[src/rtl/rfc_pkg.sv]
// shared types, constants and crc helper for the record framer
`default_nettype none

package rfc_pkg;

    // crc-16 ccitt-false constants
    localparam logic [15:0] CRC_INIT = 16'hFFFF;
    localparam logic [15:0] CRC_POLY = 16'h1021;

    // register index of the sync byte (selected by paddr[2])
    localparam logic REG_SYNC = 1'b0;

    // byte slots of one framed record
    typedef enum logic [4:0] {
        PH_SYNC   = 5'b00001,
        PH_TOPIC  = 5'b00010,
        PH_DATA   = 5'b00100,
        PH_CRC_LO = 5'b01000,
        PH_CRC_HI = 5'b10000
    } t_phase_e;

    // configuration seen by the framing datapath
    typedef struct packed {
        logic [7:0] sync_byte;
    } t_cfg;

    // one byte through the crc, msb first
    function automatic logic [15:0] crc_push(input logic [15:0] crc, input logic [7:0] b);
        logic [15:0] c;
        c = crc ^ {b, 8'h00};
        for (int i = 0; i < 8; i++) begin
            if (c[15]) begin
                c = {c[14:0], 1'b0} ^ CRC_POLY;
            end else begin
                c = {c[14:0], 1'b0};
            end
        end
        return c;
    endfunction

endpackage

`default_nettype wire

[src/rtl/rfc_apb.sv]
// apb register block holding the sync byte
`default_nettype none

module rfc_apb (
    input  wire logic         i_clk,
    input  wire logic         i_rst_n,
    input  wire logic         i_psel,
    input  wire logic         i_penable,
    input  wire logic         i_pwrite,
    input  wire logic [2:0]   i_paddr,
    input  wire logic [31:0]  i_pwdata,
    output logic [31:0]       o_prdata,
    output rfc_pkg::t_cfg     o_cfg
);

    logic [7:0] r_sync;
    logic [7:0] n_sync;
    logic       wr_sync;

    // write decode, pready is tied high so access completes at once
    always_comb begin
        wr_sync = i_psel && i_penable && i_pwrite && (i_paddr[2] == rfc_pkg::REG_SYNC);
        n_sync  = wr_sync ? i_pwdata[7:0] : r_sync;
    end

    always_ff @(posedge i_clk) begin
        if (!i_rst_n) begin
            r_sync <= 8'h00;
        end else begin
            r_sync <= n_sync;
        end
    end

    // readback
    always_comb begin
        o_prdata = (i_paddr[2] == rfc_pkg::REG_SYNC) ? {24'h000000, r_sync} : 32'h00000000;
        o_cfg.sync_byte = r_sync;
    end

endmodule

`default_nettype wire

[src/rtl/rfc_framer.sv]
// item register, byte sequencer, running crc and output register
`default_nettype none

module rfc_framer (
    input  wire logic         i_clk,
    input  wire logic         i_rst_n,
    input  rfc_pkg::t_cfg     i_cfg,
    input  wire logic         i_s_valid,
    output logic              o_s_ready,
    input  wire logic [7:0]   i_topic,
    input  wire logic [7:0]   i_data_byte,
    input  wire logic         i_first_byte,
    input  wire logic         i_last_byte,
    output logic              o_m_valid,
    input  wire logic         i_m_ready,
    output logic [7:0]        o_out_byte,
    output logic              o_frame_end
);

    // held item
    logic              r_item_valid, n_item_valid;
    logic [7:0]        r_topic;
    logic [7:0]        r_data;
    logic              r_last;
    rfc_pkg::t_phase_e r_phase, n_phase;
    logic              r_in_record, n_in_record;
    logic [15:0]       r_crc, n_crc;

    // output stage
    logic              r_out_valid, n_out_valid;
    logic [7:0]        r_out_byte;
    logic              r_out_end;

    logic              advance;
    logic              done;
    logic              accept;
    logic              keep;
    logic [7:0]        emit_byte;
    logic [15:0]       crc_base;
    logic              crc_upd;
    rfc_pkg::t_phase_e step_phase;

    // handshake and sequencing control
    always_comb begin
        advance   = r_item_valid && (!r_out_valid || i_m_ready);
        done      = advance && (((r_phase == rfc_pkg::PH_DATA) && !r_last) ||
                                (r_phase == rfc_pkg::PH_CRC_HI));
        o_s_ready = !r_item_valid || done;
        accept    = i_s_valid && o_s_ready;
        keep      = i_first_byte || r_in_record;
    end

    // byte selection and next slot
    always_comb begin
        emit_byte  = r_data;
        crc_upd    = 1'b0;
        step_phase = r_phase;
        unique case (r_phase)
            rfc_pkg::PH_SYNC: begin
                emit_byte  = i_cfg.sync_byte;
                crc_upd    = 1'b1;
                step_phase = rfc_pkg::PH_TOPIC;
            end
            rfc_pkg::PH_TOPIC: begin
                emit_byte  = r_topic;
                crc_upd    = 1'b1;
                step_phase = rfc_pkg::PH_DATA;
            end
            rfc_pkg::PH_DATA: begin
                emit_byte  = r_data;
                crc_upd    = 1'b1;
                step_phase = rfc_pkg::PH_CRC_LO;
            end
            rfc_pkg::PH_CRC_LO: begin
                emit_byte  = r_crc[7:0];
                step_phase = rfc_pkg::PH_CRC_HI;
            end
            rfc_pkg::PH_CRC_HI: begin
                emit_byte  = r_crc[15:8];
                step_phase = rfc_pkg::PH_SYNC;
            end
            default: begin
                emit_byte  = r_data;
                step_phase = rfc_pkg::PH_SYNC;
            end
        endcase
    end

    // running crc, restarted at every sync byte
    always_comb begin
        crc_base = (r_phase == rfc_pkg::PH_SYNC) ? rfc_pkg::CRC_INIT : r_crc;
        n_crc    = (advance && crc_upd) ? rfc_pkg::crc_push(crc_base, emit_byte) : r_crc;
    end

    // next control state
    always_comb begin
        n_item_valid = r_item_valid;
        n_phase      = r_phase;
        if (accept && keep) begin
            n_item_valid = 1'b1;
            n_phase      = i_first_byte ? rfc_pkg::PH_SYNC : rfc_pkg::PH_DATA;
        end else if (done) begin
            n_item_valid = 1'b0;
        end else if (advance) begin
            n_phase      = step_phase;
        end

        n_in_record = r_in_record;
        if (accept) begin
            n_in_record = (i_first_byte || r_in_record) && !i_last_byte;
        end

        n_out_valid = r_out_valid;
        if (advance) begin
            n_out_valid = 1'b1;
        end else if (i_m_ready) begin
            n_out_valid = 1'b0;
        end
    end

    // control registers
    always_ff @(posedge i_clk) begin
        if (!i_rst_n) begin
            r_item_valid <= 1'b0;
            r_phase      <= rfc_pkg::PH_SYNC;
            r_in_record  <= 1'b0;
            r_crc        <= rfc_pkg::CRC_INIT;
            r_out_valid  <= 1'b0;
        end else begin
            r_item_valid <= n_item_valid;
            r_phase      <= n_phase;
            r_in_record  <= n_in_record;
            r_crc        <= n_crc;
            r_out_valid  <= n_out_valid;
        end
    end

    // payload registers
    always_ff @(posedge i_clk) begin
        if (accept && keep) begin
            r_topic <= i_topic;
            r_data  <= i_data_byte;
            r_last  <= i_last_byte;
        end
        if (advance) begin
            r_out_byte <= emit_byte;
            r_out_end  <= (r_phase == rfc_pkg::PH_CRC_HI);
        end
    end

    always_comb begin
        o_m_valid   = r_out_valid;
        o_out_byte  = r_out_byte;
        o_frame_end = r_out_end;
    end

endmodule

`default_nettype wire

[src/rtl/record_framer_crc16_top.sv]
// top level of the record framer with crc-16 trailer
// datapath: an accepted item is held in the item register, its bytes pass the output register
// throughput: one framed byte per cycle while the output is not stalled; an item frames
// 1 byte, 3 with the first mark, 3 with the last mark, 5 with both, and none outside a record
// reset: synchronous active low; clears sync byte to 0, crc to 0xFFFF, closes any record
`default_nettype none

module record_framer_crc16_top (
    input  wire logic         i_clk,
    input  wire logic         i_rst_n,
    // apb configuration
    input  wire logic         psel,
    input  wire logic         penable,
    input  wire logic         pwrite,
    input  wire logic [2:0]   paddr,
    input  wire logic [31:0]  pwdata,
    output logic [31:0]       prdata,
    output logic              pready,
    // input stream
    input  wire logic         i_s_axis_tvalid,
    output logic              o_s_axis_tready,
    input  wire logic [15:0]  i_s_axis_tdata,   // [7:0] topic, [15:8] data_byte
    input  wire logic         i_s_axis_tuser,   // [0] first_byte
    input  wire logic         i_s_axis_tlast,   // last_byte
    // output stream
    output logic              o_m_axis_tvalid,
    input  wire logic         i_m_axis_tready,
    output logic [7:0]        o_m_axis_tdata,   // [7:0] out_byte
    output logic              o_m_axis_tlast    // frame_end
);

    rfc_pkg::t_cfg cfg;

    assign pready = 1'b1;

    rfc_apb u_apb (
        .i_clk     (i_clk),
        .i_rst_n   (i_rst_n),
        .i_psel    (psel),
        .i_penable (penable),
        .i_pwrite  (pwrite),
        .i_paddr   (paddr),
        .i_pwdata  (pwdata),
        .o_prdata  (prdata),
        .o_cfg     (cfg)
    );

    rfc_framer u_framer (
        .i_clk        (i_clk),
        .i_rst_n      (i_rst_n),
        .i_cfg        (cfg),
        .i_s_valid    (i_s_axis_tvalid),
        .o_s_ready    (o_s_axis_tready),
        .i_topic      (i_s_axis_tdata[7:0]),
        .i_data_byte  (i_s_axis_tdata[15:8]),
        .i_first_byte (i_s_axis_tuser),
        .i_last_byte  (i_s_axis_tlast),
        .o_m_valid    (o_m_axis_tvalid),
        .i_m_ready    (i_m_axis_tready),
        .o_out_byte   (o_m_axis_tdata),
        .o_frame_end  (o_m_axis_tlast)
    );

endmodule

`default_nettype wire

[config.mk]
export PLATFORM = sky130hd
export DESIGN_NAME = record_framer_crc16_top
export DESIGN_NICKNAME = d
export VERILOG_FILES = /design/src/rtl/rfc_pkg.sv /design/src/rtl/rfc_apb.sv /design/src/rtl/rfc_framer.sv /design/src/rtl/record_framer_crc16_top.sv
export SDC_FILE = /design/constraint.sdc
export NUM_CORES = 1
export LEC_CHECK = 0
export BUFFER_PORTS_ARGS = -buffer_cell sky130_fd_sc_hd__buf_2
export CAP_MARGIN = 40
export CORE_MARGIN = 8
export CORE_UTILIZATION = 35
export DETAILED_ROUTE_END_ITERATION = 8
export HOLD_SLACK_MARGIN = 0.06
export PLACE_DENSITY = 0.62
export SYNTH_ARGS = -nofsm -noshare
export SYNTH_HDL_FRONTEND = slang
export SYNTH_SLANG_ARGS = --single-unit
export TNS_END_PERCENT = 1
[constraint.sdc]
create_clock -name i_clk -period 3.4 [get_ports i_clk]
set_input_delay 0.68 -clock i_clk [delete_from_list [all_inputs] [get_ports i_clk]]
set_output_delay 0.68 -clock i_clk [all_outputs]
set_load 0.01 [all_outputs]
# ---- Word level (Yosys, flattened, before mapping)
# Index checks and enable logic that the tools add are counted.
dict set report totals {
  input_bits 60
  ff_bits 58
  out_inout_bits 44
  word_cells 71
}
dict set report op_classes {
  bitwise_logic 10
  eq_ne 6
  mux 21
  reduce_logical 23
}
# op n
set op_table {}
lappend op_table {{$mux 13} 8}
lappend op_table {{$pmux 8 s4} 1}
lappend op_table {{$not 3->3} 8}
lappend op_table {{$pmux 5 s4} 1}
lappend op_table {{$mux 16} 1}
lappend op_table {{$xor 16x16->16} 1}
lappend op_table {{$mux 5} 3}
lappend op_table {{$logic_and 1x1->1} 10}
lappend op_table {{$mux 8} 1}
lappend op_table {{$reduce_bool 2->1} 3}
lappend op_table {{$eq 5x1->1 const B} 1}
lappend op_table {{$eq 5x2->1 const B} 1}
lappend op_table {{$eq 5x3->1 const B} 1}
lappend op_table {{$eq 5x4->1 const B} 1}
lappend op_table {{$eq 5x5->1 const B} 1}
lappend op_table {{$mux 1} 5}
lappend op_table {{$logic_not 1->1} 4}
lappend op_table {{$logic_or 1x1->1} 4}
lappend op_table {{$mux 3} 1}
lappend op_table {{$reduce_or 3->1} 1}
lappend op_table {{$ne 2x2->1 const B} 1}
lappend op_table {{$reduce_and 2->1} 1}
lappend op_table {{$not 1->1} 1}

# ---- Depth between registers and ports, before layout
# Gate-level depths: netlist of the first run.
dict set report depth {
  ltp_word 19
  depth_mapped 10
  mapped_depth_nobuf 8
}

# ---- By module
# Synthesis of the first run repeated with hierarchy kept, for this count alone.
dict set report hier_totals {
  hier_cells 367
  area_unflattened_um2 3472.1
}
# module area_per_inst_um2 cells_each instances seq_area_each_um2
set by_module_without_submodules {}
lappend by_module_without_submodules {rfc_framer 2875.3 296 1 1261.2}
lappend by_module_without_submodules {rfc_apb 585.6 69 1 160.2}
lappend by_module_without_submodules {record_framer_crc16_top 11.3 2 1 0.0}

# ---- Worst setup path before layout of the first run
# No wires, ideal clock.
dict set report synth_path {
  path_kind {reg-to-reg}
  start {register u_framer.r_phase[2]}
  end {register u_framer.r_data[0], enable pin}
  period_less_slack_ns 2.669
  required_time_ns 3.031
  arrival_time_ns 2.300
  path_stages_with_launch 9
  setup_ns 0.369
  setup_slack_ns 0.731
  n_path_buf 1
  path_cell_list {dfxtp_1 buf_1 nor3b_1 a21oi_1 or4_1 o21ai_1 and2_1 o21ai_1 inv_1}
}
dict set report synth_between {
  elab_chain_cells 7
  elab_cells_between_ends 8
  classes_between {2 x eq/ne; 6 x reduce/logical}
}
# item line
set synth_lines {}
lappend synth_lines {{start, declared} rfc_framer.sv:25} ;# rfc_pkg::t_phase_e r_phase, n_phase;
lappend synth_lines {{start signal, assigned} rfc_framer.sv:125} ;# r_phase <= rfc_pkg::PH_SYNC;
lappend synth_lines {{start signal, assigned} rfc_framer.sv:131} ;# r_phase <= n_phase;
lappend synth_lines {{$eq 5x3->1} rfc_framer.sv:46} ;# done = advance && (((r_phase == rfc_pkg::PH_DATA) && !r_last) ||
lappend synth_lines {{$logic_and 1x1->1} rfc_framer.sv:46}
lappend synth_lines {{$logic_or 1x1->1 (*)} rfc_framer.sv:46}
lappend synth_lines {{$logic_and 1x1->1 (*)} rfc_framer.sv:46}
lappend synth_lines {{$logic_or 1x1->1 (*)} rfc_framer.sv:48} ;# o_s_ready = !r_item_valid || done;
lappend synth_lines {{net o_s_axis_tready} record_framer_crc16_top.sv:21} ;# output logic o_s_axis_tready,
lappend synth_lines {{$logic_and 1x1->1 (*)} rfc_framer.sv:49} ;# accept = i_s_valid && o_s_ready;
lappend synth_lines {{$logic_and 1x1->1 (*)} rfc_framer.sv:140} ;# if (accept && keep) begin
lappend synth_lines {{end signal, assigned} rfc_framer.sv:142} ;# r_data <= i_data_byte;
lappend synth_lines {{end, declared} rfc_framer.sv:23} ;# logic [7:0] r_data;
# Mark *: on every way through the listed nets, which the timed path passes. The rest lies on a longest branch.
# A chain may end at the register's enable or synchronous reset.

# ---- Worst setup path in the final report of the first run
dict set report layout_path {
  start {register u_framer.r_phase[1]}
  end {register u_framer.r_crc[6]}
}
dict set report layout_between {
  elab_chain_cells 11
  elab_cells_between_ends 21
  classes_between {5 x eq/ne; 11 x mux; 3 x bitwise; 2 x reduce/logical}
}
# item line
set layout_lines {}
lappend layout_lines {{$eq 5x5->1 (tied with other cells)} rfc_framer.sv:58} ;# unique case (r_phase)
lappend layout_lines {{$pmux 8 s4 / $mux 16 (equally long branches)} {rfc_framer.sv:58, rfc_framer.sv:91}}
lappend layout_lines {{$xor 16x16->16} rfc_pkg.sv:30} ;# c = crc ^ {b, 8'h00};
lappend layout_lines {{$mux 13 (5 in series)} rfc_pkg.sv:32} ;# if (c[15]) begin
lappend layout_lines {{$not 3->3 (no source line)} -}
lappend layout_lines {{$mux 13 (2 in series)} rfc_pkg.sv:32}
lappend layout_lines {{end signal, assigned} rfc_framer.sv:127} ;# r_crc <= rfc_pkg::CRC_INIT;
lappend layout_lines {{end signal, assigned} rfc_framer.sv:133} ;# r_crc <= n_crc;
lappend layout_lines {{end, declared} rfc_framer.sv:27} ;# logic [15:0] r_crc, n_crc;
# Several ways; a longest one is shown, not always the timed one.

==> out/metrics.cfg, run 1 <==
[pwr]
peakVddDrop_mv = 0.259
swShare_pct = 28.6
share_comb_of_total_power_pct = 19.8
p_leak_uw = 0.00150
pwr-share-clk_pct = 34.5
p_total_uw = 1800
p_switching_uw = 516
intPower_uw = 1290
powerDensity_nw_per_um2 = 506
seqPwrFrac_pct = 45.7

[synthesis]
syn-mean-instance-area_um2 = 9.58
postSynth.asyncResetShare_pct = 0
synthAdderAreaFrac_pct = 0
syn_area_um2 = 3130
synth_simple_gate_area_share_pct = 17.1
synth_top_family_by_area = simple AND/OR/NAND/NOR gates
synth_compound_area_share_pct = 15.7
ys_ff_latch = 58
muxShareOfSynthArea_pct = 0.959
synth_top_area_share_pct = 24.9
synth_area_leaders = edfxtp_1, dfxtp_1, buf_4, nand2_1, xnor2_1
seq_area_frac_synth_pct = 45.4
ys_warn_count = 0
syn_inst = 327
synth_xor_area_share_pct = 10.5
synth_flop_cell = dfxtp_1
ys_types = 46
yosysTopAreaCell = edfxtp_1
synth-edff-count = 26

[worst_setup_path]
end_kind = register
worstReg2RegEnd = u_framer.r_crc[6]$_SDFFE_PN1P_
worstPathMaxFanout = 15
r2r_slack_ns = 0.56
rr_worst_depth = 8
r2r_start = u_framer.r_phase[1]$_SDFFE_PN0P_
required_ns = 3.63
startpoint_type = register
path_class = register to register
cp_data_arrival_time_ns = 3.07

[layout]
nets = 433
final_cell_area_um2 = 3570
drive_gt1_share_pct = 21.2
area_growth_pct = 13.9
fillers = 842
antenna_cells = 0

[floorplanning]
ios = 104
die_h_um = 111
start_util_pct = 35.9
coreArea_um2 = 8720
die_area_um2 = 12200
placement_rows = 34
die_x_um = 111

[global_routing]
grt_pass1_wl_um = 11800
grt_start_max_net_pins = 27
first_global_vias = 2335
overflow = 0
antenna_found_initial = 0
grtUsageTotal_pct = 11.8

[sta]
period_share_pct = 83.6
worst-slew-pin-transition_ns = 0.629
grt_setup_unrepaired = no
slew_headroom_pct = 58.0
slew_violations = 0
min_period_ns = 2.84
finalSetupTns_ns = 0
skew_ns = 0.00820
fmax_mhz = 352
hold_violations = 0
setup_violations = 0

[clock_network]
htreeDepth = 3
clk_latency_ns = 0.34
postCtsResizedCells = 0
tritoncts = yes
cts-buffers-inserted = 9
clkTransAtPathRegs_ns = 0.07
cts_setup_buffers = 0
clockBufferDepth = 2
hold_buffers = 0
ctsRootBufferMaster = clkbuf_8
cts_sinks = 58

[detailed_routing]
vias = 2349
routed_wirelength_um = 7130
via_per_inst = 4.83
wl_per_cell_um = 14.7
drtIter0Drc = 202
firstDrtPassIters = 4
antenna_left = 0
drc = 0

[min_path]
hold_class = register to register
min_path_cells = 2
hp-start = u_apb.o_cfg[6]$_SDFFE_PN0P_
worstHoldEndpoint = u_apb.o_cfg[6]$_SDFFE_PN0P_

[job]
maxCapViolCount = 0

[placed_design]
post_dp_cell_area_um2 = 3370
numPortBuffers = 52
dp_hpwl_um = 5330
place_congestion = 0.810

[status]
status = finished, final reports clean

cell usage in the layout (no fill, tap or decap), types with 3 or more instances in the layout:
cell type	count
clkbuf_8	10
nor3b_1	3
and2_1	4
o21ai_0	7
o211ai_1	9
a21oi_1	20
buf_2	52
xor2_2	3
nor2_1	23
a211oi_4	3
mux2i_1	3
xor2_1	9
xnor2_1	21
nand2_1	49
nor3_1	3
a22o_1	10
a22oi_1	4
inv_1	9
dfxtp_1	32
nand3_1	4
nor2b_1	11
conb_1	25
edfxtp_1	26
o21ai_1	4
stage by stage:
step,util [%],worst slack [ns],cells,hold slack (ns)
after floorplan,-,0.731,350,0.445
after global placement,38.4,0.714,469,0.471
after detailed placement,38.7,0.685,470,0.467
after CTS,40.9,0.595,486,0.481
after global routing,40.9,0.350,486,0.488
final,40.9,0.559,486,0.485
power by group through the flow:
| stage | combinational, µW | sequential (µW) | clock [µW] |
|---|---|---|---|
| detailed placement | 356 | 839 | 0 |
| global route | 397 | 830 | 670 |
| floorplan | 295 | 825 | 0 |
| finish | 357 | 824 | 623 |
| global placement | 340 | 838 | 0 |
| CTS | 358 | 824 | 638 |
final cells by class:
| class | instances | area [µm²] | area share [%] |
|---|---|---|---|
| sequential | 58 | 1420 | 39.8 |
| clock buffer | 11 | 141 | 3.96 |
| tap | 108 | 135 | 3.79 |
| multi-input combinational | 240 | 1480 | 41.5 |
| timing repair buffer | 55 | 303 | 8.49 |
| clock inverter | 5 | 53.8 | 1.51 |
| inverter | 9 | 33.8 | 0.947 |
registers in the layout (all words and copies together), names as in the netlist, 5 cells and up:
name,flops
u_framer.r_phase,5
u_framer.o_out_byte,8
u_framer.r_data,8
u_framer.r_crc,16
u_framer.r_topic,8
u_apb.o_cfg,8
per-layer routing:
layer  wire length (µm)  global-route usage, %  vias up
met5                  0                      0        -
met4                143                   6.13        0
met3                459                   4.17       12
met2               3080                   17.0       85
met1               3450                   15.0     1083
li1                   -                      -     1169
cell families after synthesis:
kind of cell / count (synthesis)
buffers and inverters: 52
xor gates and xnor gates: 34
muxes: 3
DFF: 58
and+or+nand+nor: 111
AOI/OAI and AO/OA: 67
other: 2
worst max-delay path by stage:
stage / startpoint / to / slack (ns) / cells past startpoint
finish: u_framer.r_phase[1]$_SDFFE_PN0P_ / u_framer.r_crc[6]$_SDFFE_PN1P_ / 0.56 / 8
global route: u_framer.r_phase[1]$_SDFFE_PN0P_ / u_framer.r_crc[6]$_SDFFE_PN1P_ / 0.35 / 8
CTS: u_framer.r_phase[1]$_SDFFE_PN0P_ / u_framer.r_crc[6]$_SDFFE_PN1P_ / 0.60 / 8
detailed placement: u_framer.r_phase[1]$_SDFFE_PN0P_ / u_framer.r_crc[6]$_SDFFE_PN1P_ / 0.68 / 8
global placement: u_framer.r_phase[1]$_SDFFE_PN0P_ / u_framer.r_crc[6]$_SDFFE_PN1P_ / 0.71 / 8
floorplan: u_framer.r_phase[2]$_SDFFE_PN0P_ / u_framer.r_data[0]$_DFFE_PP_ / 0.73 / 8
critical path, stage by stage (launching register included):
cell and delay [ns]:
dfxtp_1 0.65, nor3_1 0.16, and2_1 0.32, nor4b_1 0.59
o21ai_0 0.27, a31oi_4 0.28, xor2_2 0.23, xnor2_1 0.15
o21ai_1 0.08
synth_stat cells (9+ instances only):
library cell	n
a21oi_1	20
a22o_1	10
buf_4	26
clkbuf_1	10
dfxtp_1	32
edfxtp_1	26
inv_1	9
nand2_1	49
nor2_1	23
nor2b_1	11
o211ai_1	9
xnor2_1	21
xor2_1	9
Note: power is estimated with default switching activity, not from simulation.
==> run 2, diff against run 1 <==
Settings changed: PLACE_DENSITY 0.62 to 0.64.
Clock period 3.4 ns to 2.6 ns, I/O delays scaled along.
==> out/metrics.cfg, run 2 (synthesis results as in run 1) <==
[placed_design]
numPortBuffers = 52  ; unchanged
dp_hpwl_um = 5370  ; was 5330 µm
place_congestion = 0.851  ; was 0.810
post_dp_cell_area_um2 = 3430  ; was 3370 µm²

[worst_setup_path]
end_kind = primary output  ; was register
r2r_start = u_framer.r_phase[3]$_SDFFE_PN0P_  ; was u_framer.r_phase[1]$_SDFFE_PN0P_
required_ns = 2.08  ; was 3.63 ns
cpLargestDelayFamily = simple AND/OR/NAND/NOR gates  ; unchanged
cp_slowest_cell = dfxtp_1  ; unchanged
setup.worst_path.end = o_s_axis_tready  ; was u_framer.r_crc[6]$_SDFFE_PN1P_
startpoint_type = register  ; unchanged
path_cells = nor3b_1 > a21oi_1 > or4_1 > o21ai_1 > buf_2  ; was nor3_1 > and2_1 > nor4b_1 > o21ai_0 > a31oi_4 > xor2_2 > xnor2_1 > o21ai_1
worstPathMaxFanout = 8  ; was 15
critPathLaunch = u_framer.r_phase[2]$_SDFFE_PN0P_  ; was u_framer.r_phase[1]$_SDFFE_PN0P_
path_class = register to primary output  ; was register to register
crit_buf_inv = 1  ; was 0
cp.depth = 5  ; was 8
rr_worst_depth = 9  ; was 8
worstReg2RegEnd = u_framer.r_crc[14]$_SDFFE_PN1P_  ; was u_framer.r_crc[6]$_SDFFE_PN1P_
r2r_slack_ns = 0.17  ; was 0.56 ns
cp_data_arrival_time_ns = 1.95  ; was 3.07 ns
slowest_delay_ns = 0.47  ; was 0.65 ns

[clock_network]
ctsRootBufferMaster = clkbuf_8  ; unchanged
clockBufferDepth = 2  ; unchanged
tritoncts = yes  ; unchanged
cts_sinks = 58  ; unchanged
htreeDepth = 3  ; unchanged
cts-buffers-inserted = 9  ; unchanged
cts_setup_buffers = 0  ; unchanged
clk_latency_ns = 0.33  ; was 0.34 ns
clkTransAtPathRegs_ns = 0.06  ; was 0.07 ns

[detailed_routing]
vias = 2399  ; was 2349
antenna_left = 0  ; unchanged
firstDrtPassIters = 4  ; unchanged
via_per_inst = 4.85  ; was 4.83
wl_per_cell_um = 14.3  ; was 14.7 µm
drc = 0  ; unchanged
drtIter0Drc = 133  ; was 202
routed_wirelength_um = 7050  ; was 7130 µm

[sta]
period_share_pct = 95.2
min_period_ns = 2.47
fmax_mhz = 404
setup_violations = 0  ; unchanged
worst_hold_slack_ns = 0.361  ; was 0.485 ns
skew_ns = 0.00843  ; was 0.00820 ns
grt_setup_unrepaired = no  ; unchanged
slew_headroom_pct = 58.8  ; was 58.0%
finalSetupTns_ns = 0  ; unchanged
slew_violations = 0  ; unchanged
worst-slew-pin-transition_ns = 0.618  ; was 0.629 ns
hold_violations = 0  ; unchanged

[pwr]
p_leak_uw = 0.00154  ; was 0.00150 µW
peakVddDrop_mv = 0.297  ; was 0.259 mV
powerDensity_nw_per_um2 = 648  ; was 506 nW/µm²

[layout]
nets = 443  ; was 433
drive_gt1_share_pct = 24.0  ; was 21.2%
largest_register = u_framer.r_crc  ; unchanged
fillers = 856  ; was 842
final_common_cell = buf_2  ; unchanged
area_growth_pct = 15.5  ; was 13.9%
antenna_cells = 0  ; unchanged
final_cell_mix = buf_2, nand2_1, dfxtp_1, edfxtp_1, conb_1  ; unchanged
largest_reg_flops = 16  ; unchanged
post-route-util_pct = 41.5  ; was 40.9%
final_cell_area_um2 = 3620  ; was 3570 µm²

[global_routing]
grtUsageTotal_pct = 11.8  ; about the same
overflow = 0  ; unchanged
grt_start_max_net_pins = 29  ; was 27
antenna_found_initial = 0  ; unchanged
grt_pass1_wl_um = 12000  ; was 11800 µm
first_global_vias = 2516  ; was 2335

[floorplanning]
die_x_um = 111  ; unchanged
die_h_um = 111  ; unchanged
ios = 104  ; unchanged
coreArea_um2 = 8720  ; unchanged
placement_rows = 34  ; unchanged
die_area_um2 = 12200  ; unchanged
start_util_pct = 35.9  ; unchanged

[min_path]
hp-start = i_s_axis_tdata[15]  ; was u_apb.o_cfg[6]$_SDFFE_PN0P_
hold_class = input port to register  ; was register to register

[status]
status = finished, final reports clean  ; unchanged

[job]
maxCapViolCount = 0  ; unchanged

[run 2: report_power, final]
group | internal [µW] | switching (µW)
registers | 1020 | 51.0
logic | 211 | 271
clock network | 455 | 333
total | 1690 | 655
[run 2: what timing repair did]
item	in CTS	in global routing
hold buffers	0	0
gates resized for setup	0	5
endpoints found under the setup margin	0	21
[run 2: stage by stage]
| step | worst slack, ns | total power [µW] | instances |
|---|---|---|---|
| 3_3_place_gp | 0.140 | 1560 | 480 |
| 5_1_grt | 0.0164 | 2460 | 495 |
| 2_1_floorplan | 0.0982 | 1460 | 350 |
| 4_1_cts | 0.0937 | 2360 | 495 |
| 3_5_place_dp | 0.0844 | 1570 | 480 |
| 6_report | 0.125 | 2340 | 495 |
[run 2: per-layer routing]
layer  share of wire (%)  GRT usage [%]  routed length (µm)  vias to the layer above
li1                    -              -                   -                     1191
met1                  46           14.4                3250                     1117
met2                  44           18.1                3120                       85
met3                 8.1           4.60                 570                        6
met4                 1.5           5.05                 106                        0
met5                   0              0                   0                        -
[run 2: cell type report]
type | count | area (µm²) | share of cell area, %
clock inverters | 4 | 42.5 | 1.18
repair buffers | 65 | 358 | 9.89
clock buffers | 11 | 141 | 3.91
flip-flops and latches | 58 | 1420 | 39.4
multi-input cells | 240 | 1480 | 40.9
inverters | 9 | 36.3 | 1.00
well taps | 108 | 135 | 3.73
[run 2: how the worst min path moves through the flow]
stage | end | slack [ns] | cells after the start
floorplan | u_apb.o_cfg[0]$_SDFFE_PN0P_ | 0.45 | 2
global placement | u_apb.o_cfg[1]$_SDFFE_PN0P_ | 0.47 | 2
detailed placement | u_apb.o_cfg[1]$_SDFFE_PN0P_ | 0.47 | 2
CTS | u_framer.r_data[3]$_DFFE_PP_ | 0.35 | 1
global route | u_framer.r_data[2]$_DFFE_PP_ | 0.35 | 1
finish | u_framer.r_data[7]$_DFFE_PP_ | 0.36 | 1
==> run 3, diff against run 2 <==
==> constraint.sdc (replaced) <==
create_clock -name i_clk -period 2.6 [get_ports i_clk]
set_input_delay 0.78 -clock i_clk [delete_from_list [all_inputs] [get_ports i_clk]]
set_output_delay 0.78 -clock i_clk [all_outputs]
set_load 0.01 [all_outputs]
==> out/metrics.cfg, run 3 (synthesis results as in run 1) <==
[worst_setup_path]
cp_data_arrival_time_ns = 1.73  ; was 1.95 ns
slowest_delay_ns = 0.44  ; was 0.47 ns
path_cells = nor3b_2 > a21oi_1 > or4_4 > o21ai_2 > buf_2  ; was nor3b_1 > a21oi_1 > or4_1 > o21ai_1 > buf_2
required_ns = 1.82  ; was 2.08 ns
path_class = register to primary output  ; unchanged
cp_slowest_cell = or4_4  ; was dfxtp_1
worstPathMaxFanout = 12  ; was 8
end_kind = primary output  ; unchanged
startpoint_type = register  ; unchanged

[sta]
finalSetupTns_ns = 0  ; unchanged
skew_ns = 0.00612  ; was 0.00843 ns
slew_headroom_pct = 59.8  ; was 58.8%
period_share_pct = 96.6  ; was 95.2%
hold_violations = 0  ; unchanged
min_period_ns = 2.51  ; was 2.47 ns
setup_violations = 0  ; unchanged
fmax_mhz = 398  ; was 404 MHz
worst-slew-pin-transition_ns = 0.602  ; was 0.618 ns
slew_violations = 0  ; unchanged

[clock_network]
clk_latency_ns = 0.34  ; was 0.33 ns
cts_sinks = 58  ; unchanged
ctsRootBufferMaster = clkbuf_8  ; unchanged
clockBufferDepth = 2  ; unchanged
clkTransAtPathRegs_ns = 0.06  ; about the same
cts-buffers-inserted = 9  ; unchanged
htreeDepth = 3  ; unchanged
tritoncts = yes  ; unchanged

[global_routing]
antenna_found_initial = 0  ; unchanged
use_met1_pct = 14.4  ; about the same
first_global_vias = 2397  ; was 2516
grt_start_max_net_pins = 29  ; unchanged
gr-max-usage-layer = met2  ; unchanged
use_met2_pct = 17.8  ; was 18.1%
grt_pass1_wl_um = 11800  ; was 12000 µm
grt.met3_usage_pct = 4.17  ; was 4.60%
grtUsageTotal_pct = 11.8  ; about the same
overflow = 0  ; unchanged

[layout]
antenna_cells = 0  ; unchanged
post-route-util_pct = 41.9  ; was 41.5%
largest_reg_flops = 16  ; unchanged
drive_gt1_share_pct = 25.7  ; was 24.0%
area_growth_pct = 16.7  ; was 15.5%
largest_register = u_framer.r_crc  ; unchanged
final_common_cell = buf_2  ; unchanged
final_cell_mix = buf_2, nand2_1, dfxtp_1, edfxtp_1, conb_1  ; unchanged
nets = 444  ; was 443

[detailed_routing]
via_per_inst = 4.86  ; was 4.85
firstDrtPassIters = 4  ; unchanged
wl_per_cell_um = 14.4  ; was 14.3 µm
antenna_left = 0  ; unchanged
drtIter0Drc = 149  ; was 133
drc = 0  ; unchanged
routed_wirelength_um = 7130  ; was 7050 µm
vias = 2414  ; was 2399

[floorplanning]
coreArea_um2 = 8720  ; unchanged
start_util_pct = 35.9  ; unchanged
die_area_um2 = 12200  ; unchanged
die_h_um = 111  ; unchanged
ios = 104  ; unchanged
die_x_um = 111  ; unchanged
placement_rows = 34  ; unchanged

[placed_design]
dp_hpwl_um = 5370  ; about the same
place_congestion = 0.839  ; was 0.851
numPortBuffers = 52  ; unchanged

[pwr]
powerDensity_nw_per_um2 = 650  ; was 648 nW/µm²
p_leak_uw = 0.00155  ; was 0.00154 µW
peakVddDrop_mv = 0.357  ; was 0.297 mV

[job]
maxCapViolCount = 0  ; unchanged

[min_path]
hold_class = register to register  ; was input port to register

[status]
status = finished, final reports clean  ; unchanged

[run 3: changes by cell type in the layout (fill, tap and decap cells not counted), sizes merged]
| cell | previous run | this run |
|---|---|---|
| clkinvlp | 0 | 2 |
| buf | 65 | 66 |
| clkinv | 3 | 2 |
[run 3: timing repair]
| action | 4_1_cts | 5_1_grt |
|---|---|---|
| setup endpoints to repair | 1 | 4 |
| hold buffers | 0 | 0 |
| gates resized for setup | 5 | 5 |
| buffers inserted | 0 | 0 |
[run 3: critical path: cells and delay by family (launching register included)]
kind,cells,cell delay (ns)
flops,1,0.39
simple gates,2,0.62
compound gates,2,0.23
buf+inv,1,0.15
[run 3: stage by stage]
stage,hold slack [ns],area (µm²),instances,setup slack (ns),power (µW)
floorplan,0.445,3220,350,0.0982,1460
global placement,0.470,3430,481,0.167,1570
detailed placement,0.476,3430,481,0.111,1580
CTS,0.488,3640,497,0.0277,2390
global route,0.507,3650,497,-0.0150,2500
finish,0.488,3650,497,0.0893,2380
[run 3: per-layer routing]
metal  routed length, µm  up-vias
met5                   0        -
met4                 141        0
met3                 447       11
met2                3230       83
met1                3320     1138
li1                    -     1182
[run 3: path summary, 6_finish.rpt]
kind                                                  startpoint                               to  slack [ns]  cells after the start
worst min register to register       u_apb.o_cfg[4]$_SDFFE_PN0P_      u_apb.o_cfg[4]$_SDFFE_PN0P_        0.49                      2
worst max register to register  u_framer.r_phase[2]$_SDFFE_PN0P_  u_framer.r_crc[14]$_SDFFE_PN1P_        0.20                      9
worst max-delay path            u_framer.r_phase[4]$_SDFFE_PN0P_                  o_s_axis_tready        0.09                      5
worst min-delay path                 u_apb.o_cfg[4]$_SDFFE_PN0P_      u_apb.o_cfg[4]$_SDFFE_PN0P_        0.49                      2
[run 3: layout make-up]
cell class	instances	area [µm²]
fillers	858	5070
clock inverters	5	53.8
flip-flops and latches	58	1430
clock buffers	11	141
multi-input cells	240	1490
inverters	9	33.8
repair buffers	66	365
well taps	108	135
[run 3: report_power, final]
part	internal, µW	leakage (µW)	total [µW]	switching [µW]
registers	1020	0.000509	1070	52.4
clock network	463	0.0000930	815	351
logic	212	0.000952	488	276
total	1700	0.00155	2380	679
